File: config.mk
export PLATFORM = sky130hd
export DESIGN_NAME = bhs_axis
export DESIGN_NICKNAME = d
export VERILOG_FILES = /design/src/rtl/bhs_pkg.sv /design/src/rtl/bhs_axis.sv
export SDC_FILE = /design/constraint.sdc
export NUM_CORES = 1
export LEC_CHECK = 0
export BUFFER_PORTS_ARGS = -buffer_cell sky130_fd_sc_hd__buf_4
export CORE_MARGIN = 1
export CORE_UTILIZATION = 59
export DETAILED_ROUTE_END_ITERATION = 10
export PLACE_DENSITY = 0.91
export SYNTH_ARGS = -nofsm -noshare
export SYNTH_HDL_FRONTEND = slang
export SYNTH_SLANG_ARGS = --single-unit
File: constraint.sdc
create_clock -name vclk -period 10.7
set_input_delay 1.07 -clock vclk [all_inputs]
set_output_delay 1.07 -clock vclk [all_outputs]
set_load 0.02 [all_outputs]
File: src/rtl/bhs_pkg.sv
// Package for the bilinear height sampler: field widths, register indexes,
// request codes and reset values shared by the sampler's modules.
// Depends on nothing.
`default_nettype none

package bhs_pkg;

    // Field widths
    localparam int POS_W    = 24;
    localparam int FRAC_W   = 8;
    localparam int HEIGHT_W = 16;
    localparam int OUT_W    = 24;
    localparam int SIZE_W   = 9;
    localparam int CELL_W   = 16;
    localparam int CFG_W    = 16;
    localparam int CFG_IDX_W = 2;

    // Internal arithmetic widths
    localparam int AXIS_W = 18;               // signed room for clamp math
    localparam int WGT_W  = FRAC_W + 1;       // one-axis weight, 0..256
    localparam int WXY_W  = 2 * FRAC_W + 1;   // two-axis weight, 0..65536
    localparam int PROD_W = HEIGHT_W + WXY_W + 1;
    localparam int SUM_W  = PROD_W + 2;

    // Default raster bounds
    localparam int MAX_COLS_DEF = 256;
    localparam int MAX_ROWS_DEF = 256;

    // Request codes
    localparam logic REQ_WRITE  = 1'b0;
    localparam logic REQ_SAMPLE = 1'b1;

    // Configuration register indexes
    localparam logic [CFG_IDX_W-1:0] REG_COLS   = 2'd0;
    localparam logic [CFG_IDX_W-1:0] REG_ROWS   = 2'd1;
    localparam logic [CFG_IDX_W-1:0] REG_NODATA = 2'd2;

    // Reset values and thresholds
    localparam logic [SIZE_W-1:0]          SIZE_RESET   = 9'd256;
    localparam logic signed [HEIGHT_W-1:0] NODATA_RESET = -16'sd32767;
    localparam logic signed [HEIGHT_W-1:0] MIN_VALID    = -16'sd32000;

    localparam logic [WGT_W-1:0] WGT_ONE = WGT_W'(1) << FRAC_W;
    localparam logic signed [SUM_W-1:0] ROUND_HALF = SUM_W'(1) <<< (FRAC_W - 1);

endpackage

`default_nettype wire

File: src/rtl/bhs_axis.sv
// One-axis clamp for the height sampler: splits a fixed-point position into
// low and high cell and fraction, clamped to the raster size in use.
// Depends on bhs_pkg.
`default_nettype none

module bhs_axis
    import bhs_pkg::*;
#(
    parameter int MAX_N = MAX_COLS_DEF,
    localparam int IW = $clog2(MAX_N),
    localparam int CW = $clog2(MAX_N + 1)
)
(
    input  wire logic signed [POS_W-1:0] pos,
    input  wire logic [SIZE_W-1:0]       size,
    output logic [IW-1:0]                lo,
    output logic [IW-1:0]                hi,
    output logic [FRAC_W-1:0]            frac,
    output logic [CW-1:0]                count
);

    logic signed [AXIS_W-1:0] floor_s;
    logic signed [AXIS_W-1:0] ceil_s;
    logic signed [AXIS_W-1:0] count_s;
    logic signed [AXIS_W-1:0] last_s;
    logic signed [AXIS_W-1:0] hi_s;
    logic signed [AXIS_W-1:0] lo_s;
    logic [AXIS_W-1:0]        size_ext;

    always_comb
    begin
        frac     = pos[FRAC_W-1:0];
        floor_s  = AXIS_W'(signed'(pos[POS_W-1:FRAC_W]));
        ceil_s   = floor_s + signed'({{(AXIS_W-1){1'b0}}, (|frac)});

        // saturate the size register to 1..MAX_N
        size_ext = AXIS_W'(size);
        if (size == '0)
            count_s = AXIS_W'(1);
        else if (size_ext > AXIS_W'(MAX_N))
            count_s = AXIS_W'(MAX_N);
        else
            count_s = signed'(size_ext);
        last_s = count_s - AXIS_W'(1);

        hi_s = (ceil_s > last_s) ? last_s : ceil_s;
        if (hi_s < 0)
            hi_s = '0;
        lo_s = (floor_s < 0) ? '0 : floor_s;
        if (lo_s > hi_s)
            lo_s = hi_s;

        lo    = lo_s[IW-1:0];
        hi    = hi_s[IW-1:0];
        count = count_s[CW-1:0];
    end

endmodule

`default_nettype wire

### After elaboration in Yosys (flattened, before gate mapping)

Cells that the tools add are included.
Widths: inputs -> output; s select.

* register bits: 0
* input port bits: 33
* output and inout port bits: 33
* word-level logic and storage cells: 15

* add/subtract/negate cells: 2
* order comparisons: 5
* multiplexer cells: 6
* reduce and logical (&&, ||, !) cells: 2

Operators with widths (count)
* $mux 18: 3
* $gt 17x18->1: 1
* $gt 18x18->1: 1
* $lt 18x1->1 const B: 1
* $mux 9: 2
* $sub 18x2->18 const B: 1
* $add 16x2->17: 1
* $lt 16x1->1 const B: 1
* $gt 9x9->1 const B: 1
* $logic_not 9->1: 1
* $mux 8: 1
* $reduce_or 8->1: 1

### Longest topological paths before layout

Gate-level depths: netlist of run 1.

* depth after elaboration: 10
* gate-level depth with buffers: 25
* gate-level depth less buffers: 24

### Least setup slack after synthesis of run 1

Ideal clock, no wire load.

* kind: input port to output port
* start: in size[6]
* end: out lo[2]
* arrival: 6.612 ns
* required time: 9.630 ns
* setup slack: 3.018 ns
* cell stages on the path: 24
* buffers on the path: 1
* cells stage by stage: or2_1 nor4_1 a21oi_1 or2_2 ha_1 or3b_1 or3_4 nor3_1 ha_1 ha_1 nand4_1 nor2_1 a21o_1 o31a_1 o21ai_1 buf_1 mux2_2 ha_1 a21oi_1 o21ai_0 a211o_1 o211ai_2 mux2i_1 mux2i_1

* longest elaborated chain between the ends: 10

Ends and longest elaborated chain
* start, declared: line bhs_axis.sv:15 `input wire logic [SIZE_W-1:0] size,`
* $gt 9x9->1: line bhs_axis.sv:40 `else if (size_ext > AXIS_W'(MAX_N))`
* $mux 9: line bhs_axis.sv:40
* $mux 9 *: line bhs_axis.sv:38 `if (size == '0)`
* $sub 18x2->18 *: line bhs_axis.sv:44 `last_s = count_s - AXIS_W'(1);`
* $gt 17x18->1: line bhs_axis.sv:46 `hi_s = (ceil_s > last_s) ? last_s : ceil_s;`
* $mux 18 *: line bhs_axis.sv:46
* $lt 18x1->1: line bhs_axis.sv:47 `if (hi_s < 0)`
* $mux 18 *: line bhs_axis.sv:47
* $gt 18x18->1: line bhs_axis.sv:50 `if (lo_s > hi_s)`
* $mux 8 *: line bhs_axis.sv:50
* end, declared: line bhs_axis.sv:16 `output logic [IW-1:0] lo,`

Mark *: on every way between the ends. The rest lies on a longest branch, timed or not.

### Worst setup path after layout of run 1

* start: in size[6]
* end: out lo[5]

Same word-level chain as after synthesis.

==> summary.txt, run 1 <==
STA
  – Setup tns final: 0 ps
  – Final setup viols: 0
  – RSZ-0062 raised after global routing: false
  – Slew @ Worst Pin: 766.9 ps
  – Worst hold slack: 2348 ps
  – FMAX: 113.5 MHz
  – Tmin final: 8807 ps
  – Final WS setup: ~1900 ps
  – Rel. slew slack: 48.87%
  – Final slew viol count: 0
  – Final hold viol count: 0
  – Fin crit share: 82.31%

Cells and area
  – Seq. cell area: 0 um^2
  – Clkbuf count: 0
  – Fin nets: around 400
  – Share of layout cells above drive strength 1: 26.46%
  – Final core occ: 79.72%
  – Final instance area: 0.002514 mm^2
  – Post-route insts no fill: 369
  – Area growth syn-to-layout: 24.24%
  – Seq cells: 0
  – Fill count: about 240
  – # diodes: 0

Power and ir drop
  – Power, Total: around 160 uW
  – Worst vdd ir: 0.00003032 V
  – Power per cell area: between 60 and 70 mW/mm^2
  – Leakage: 1.227 nW

Placed design
  – HPWL after DPL: 4992 um
  – Area after DPL: 0.002514 mm^2
  – GPL Wtd Cong: just over 0.9
  – Port bufs: 66
  – Placed Cells: 369
  – Pre-CTS setup slack: about 2000 ps

Drt
  – ANT nets after route: 0
  – Final wirelength: 5989 um
  – Total number of vias: 2183
  – 1st-iter DRT viols: 125
  – Pre-Repair DR Iteration Count: 4
  – Vias per inst: 5.916
  – DRC Markers: 0
  – Wire per inst: 16.23 um

Clock network
  – # resized after CTS: 0
  – Setup Buffers After CTS: 0
  – Hold_buf cts: 0

Flow run
  – Max_cap viols: 0

Worst setup path
  – Crit path launch: size[6]
  – CP arrival: 7740 ps
  – Required @ worst endpoint: 9630 ps
  – CP endpoint kind: output port
  – Kind of critical path: in -> out
  – Crit Path Max Fanout: 17
  – CP Launch Type: input port

Run status
  – Outcome: completed

Logic synthesis
  – Top cells by count, synth: ha_1, mux2i_1, nand2_1
  – Synth Area in Simple Gates: between 20% and 30%
  – Avg Cell Area, Syn: 7.521 um^2
  – Ys Warns: 0
  – Mux cell area share after synthesis: 22.14%
  – Synth top area cells: ha_1, mux2i_1, mux2_2
  – Synth area leader: ha_1
  – Post-Syn Area: 0.002023 mm^2
  – Synth Area in Adders: 22.88%
  – Cell variety after synth: 44
  – Synth Area in Compound Gates: about an eighth
  – XOR/XNOR share of the synthesized area: 7.359%
  – Register area share after synthesis: 0%
  – Top-count cell post-synth: ha_1
  – Main combinational cell family by area after synthesis: simple AND/OR/NAND/NOR gates
  – Area share of the largest cell type after synthesis: 22.88%
  – Cells after synthesis: between 200 and 300

Global routing
  – Vias in the first global route: about 2100
  – First-pass GRT wire length: 9508 um
  – Initial antenna violation count: 0
  – All-Layer GR Usage: roughly 34%
  – Total grt overflow: 0
  – Largest net degree at the start of global routing: 20

Floorplanning
  – Core ar.: around 0.0032 mm^2
  – Die H: just over 60 um
  – Starting Density: 64.17%
  – Die width: ~61 um
  – IO Count: 66
  – Die ar.: 0.003668 mm^2
  – Cell Rows: 20

Min path
  – Hold Path Sink: frac[4]
  – Hold wc startpoint: pos[4]
  – Hold Path Cell Cnt: 2
  – HP Class: in -> out
==> per-layer routing <==
metal,GRT usage (%),part of all wire [%]
met5,0,0
met4,13.96,1.6
met3,4.904,6.1
met2,59.18,51
met1,41.45,41
==> power by group <==
group / switching, mW / internal, mW / leakage [nW]
sequential: 0 / 0 / 0
combinational: 0.0888 / 0.0727 / 1.23
clock: 0 / 0 / 0
total: 0.0888 / 0.0727 / 1.23
==> cells by family after synthesis <==
logic type      after synthesis
compound gates               36
xor+xnor                     17
fa+ha+maj                    37
buf+inv                      32
mux                          43
other cells                   1
simple gates                103
==> cell usage in the layout, fill, tap and decap left out, drive strengths merged, types with 2 or more instances in the layout <==
cell type	netlist	layout
nor2	12	12
o31a	2	2
buf	11	67
xor2	7	7
nand4	8	8
or4	3	3
mux2i	29	29
nand3	11	11
a211oi	4	4
and2	5	5
a21oi	11	11
o211ai	3	3
ha	37	37
xnor2	10	10
nand2b	4	4
mux2	14	14
o31ai	3	3
nor4	5	5
and4	2	2
a21o	4	4
conb	1	5
nand2	21	21
or2	2	2
nor2b	19	19
o21ai	5	5
or3	3	3
inv	17	17
nor3	5	5
==> worst max-delay path by stage <==
| stage | end | slack [ps] | cells after the start |
|---|---|---|---|
| 6_report | lo[5] | 1890 | 26 |
| 2_1_floorplan | lo[2] | 3020 | 24 |
| 3_5_place_dp | lo[0] | 1960 | 26 |
| 4_1_cts | lo[0] | 1930 | 26 |
| 3_3_place_gp | lo[5] | 2250 | 26 |
| 5_1_grt | lo[0] | 1560 | 26 |
==> critical path, stage by stage <==
cell and delay [ps]:
buf_4 110, or2_1 260, nor4_1 450, a21oi_1 130
or2_2 320, ha_1 230, or3b_1 200, or3_4 160
nor3_1 60, ha_1 310, ha_1 300, nand4_1 130
nor2_1 80, a21o_1 160, o31a_1 280, o21ai_2 600
buf_4 400, mux2_2 370, ha_1 340, a21oi_1 190
o21ai_0 110, a211o_1 330, o211ai_2 520, mux2i_1 160
mux2_2 290, buf_4 160
==> final cells by class <==
class	instances	area (um^2)	share of cell area, %
inverters	17	63.81	2.539
repair buffers	67	503.0	20.01
multi-input cells	241	1892	75.26
well taps	44	55.05	2.190
Power figures use the tool's default switching activity.
==> inputs of run 2 (changes only) <==
- ABC_AREA: unset -> 1
- CORE_UTILIZATION: 59 -> 50
- PLACE_DENSITY: 0.91 -> 0.82
- clock period: 10.7 -> 7.42 ns (I/O delays scaled with it)
==> summary.txt, run 2 <==
Run status
  – Outcome: completed

Drt
  – Pre-Repair DR Iteration Count: 4
  – Wire per inst: 10.38 um
  – Vias per inst: 4.960
  – Total number of vias: around 2400
  – ANT nets after route: 0
  – Final wirelength: slightly below 5000 um
  – DRC Markers: 0
  – 1st-iter DRT viols: between 80 and 90

Global routing
  – First-pass GRT wire length: 8687 um
  – All-Layer GR Usage: 24.05%
  – Total grt overflow: 0
  – Largest net degree at the start of global routing: 18
  – Vias in the first global route: 2204
  – Initial antenna violation count: 0

Logic synthesis
  – XOR/XNOR share of the synthesized area: 5.015%
  – Synth top area cells: ha_1, nand2_1, inv_1
  – Ys Warns: 0
  – Register area share after synthesis: 0%
  – Synth Area in Adders: 22.09%
  – Synth Area in Compound Gates: under 10%
  – Top cells by count, synth: nand2_1, inv_1, nor2_1
  – Synth Area in Simple Gates: 49.01%
  – Area share of the largest cell type after synthesis: about 22%
  – Mux cell area share after synthesis: 0%
  – Synth area leader: ha_1
  – Cells after synthesis: 370
  – Main combinational cell family by area after synthesis: simple AND/OR/NAND/NOR gates
  – Cell variety after synth: 30
  – Top-count cell post-synth: nand2_1
  – Post-Syn Area: 0.002096 mm^2
  – Avg Cell Area, Syn: 5.664 um^2

Worst setup path
  – Crit-path slowest cell: ha_1
  – Required @ worst endpoint: 6680 ps
  – CP dominant cell by count: nand2_1
  – Kind of critical path: in -> out
  – Crit Path Max Fanout: 10
  – Worst path max stage delay: 320 ps
  – CP endpoint kind: output port
  – CP arrival: 5570 ps
  – CP Launch Type: input port

Cells and area
  – # diodes: 0
  – Share of layout cells above drive strength 1: ~25%
  – Seq. cell area: 0 um^2
  – Area growth syn-to-layout: 23.40%
  – Fin nets: 500
  – Seq cells: 0
  – Most frequent cells in the layout: nand2_1, buf_4, inv_1
  – Commonest non-fill, non-tap cell in the layout: nand2_1
  – Fill count: 382
  – Clkbuf count: 0

STA
  – RSZ-0062 raised after global routing: false
  – Fin crit share: 85.04%
  – Final slew viol count: 0
  – Tmin final: between 6000 and 7000 ps
  – Final hold viol count: 0
  – Worst hold slack: 1690 ps
  – FMAX: 158.5 MHz
  – Setup tns final: 0 ps
  – Final setup viols: 0

Floorplanning
  – IO Count: 66
  – Cell Rows: 23
  – Die width: 66.74 um
  – Starting Density: 52.39%
  – Die H: ~67 um
  – Die ar.: ~0.0045 mm^2
  – Core ar.: 0.004000 mm^2

Min path
  – Hold wc startpoint: pos[5]
  – Hold Path Sink: frac[5]
  – HP Class: in -> out
  – Hold Path Cell Cnt: 2

Placed design
  – GPL Wtd Cong: slightly above 0.9
  – HPWL after DPL: 4545 um
  – Port bufs: 66

Flow run
  – Max_cap viols: 0

Power and ir drop
  – Worst vdd ir: 0.00003803 V
  – Leakage: around 1.6 nW
  – Power per cell area: 105.6 mW/mm^2

Clock network
  – Setup Buffers After CTS: 0
  – # resized after CTS: 0
  – Hold_buf cts: 0
-- run 2: cell count changes after synthesis, moves of 6 or more --
cell / before / now
nand2_1: 21 / 115
nor2_2: 0 / 8
nand3_2: 0 / 6
xnor2_1: 10 / 0
inv_1: 16 / 58
nor2b_1: 19 / 0
mux2i_1: 29 / 0
nor2_1: 12 / 39
mux2_2: 11 / 0
nand2_2: 0 / 9
-- run 2: worst max-delay path by stage --
stage | from | endpoint | slack [ps] | depth (start not counted)
3_3_place_gp | pos[1] | lo[7] | 1250 | 38
5_1_grt | size[4] | lo[4] | 450 | 33
3_5_place_dp | pos[5] | lo[5] | 1080 | 38
4_1_cts | pos[5] | lo[5] | 1080 | 38
2_1_floorplan | pos[1] | lo[7] | 1670 | 36
6_report | pos[5] | lo[3] | 1110 | 38
-- run 2: critical path, delay by kind of cell --
| family | cells | cell delay, ps |
|---|---|---|
| AND/OR/NAND/NOR | 28 | 2930 |
| adder cells (fa/ha/maj) | 4 | 1010 |
| buffers and inverters | 4 | 440 |
| AO/OA/AOI/OAI | 2 | 410 |
-- run 2: stage by stage --
step / power, mW / std cells / area, um^2 / worst slack [ps] / utilization [%]
after CTS: 0.2743 / 478 / 2586 / 1075 / 64.65
after global routing: 0.3092 / 478 / 2586 / 446.0 / 64.65
after detailed placement: 0.2733 / 478 / 2586 / 1083 / 64.65
final: 0.2731 / 478 / 2586 / 1110 / 64.65
after floorplan: 0.1899 / 374 / 2111 / 1666 / -
after global placement: 0.2687 / 478 / 2586 / 1253 / 64.65
-- run 2: final cells by class --
cell class	count	area, um^2	share of cell area, %
multi-input combinational	297	1782	68.89
inverter	65	246.5	9.531
timing repair buffer	66	495.5	19.16
tap	50	62.56	2.419
-- run 2: routing by layer --
metal  vias up  share of wire, %  track usage, %
met5         -                 0               0
met4         0              0.54           2.394
met3         4               3.4          0.8562
met2        48                48           45.96
met1      1045                48           30.17
li1       1274                 -               -
-- run 2: cell families (layout without fill, tap and decap cells) --
logic type | count (synthesis) | count (layout)
and+or+nand+nor | 213 | 213
adders and majority gates | 37 | 37
xor gates and xnor gates | 12 | 12
other | 1 | 5
buffers and inverters | 77 | 131
AOI/OAI and AO/OA | 30 | 30
-- run 2: where the power goes --
part / switching [mW] / internal [mW] / total [mW]
combinational: 0.167 / 0.106 / 0.273
clock: 0 / 0 / 0
sequential: 0 / 0 / 0
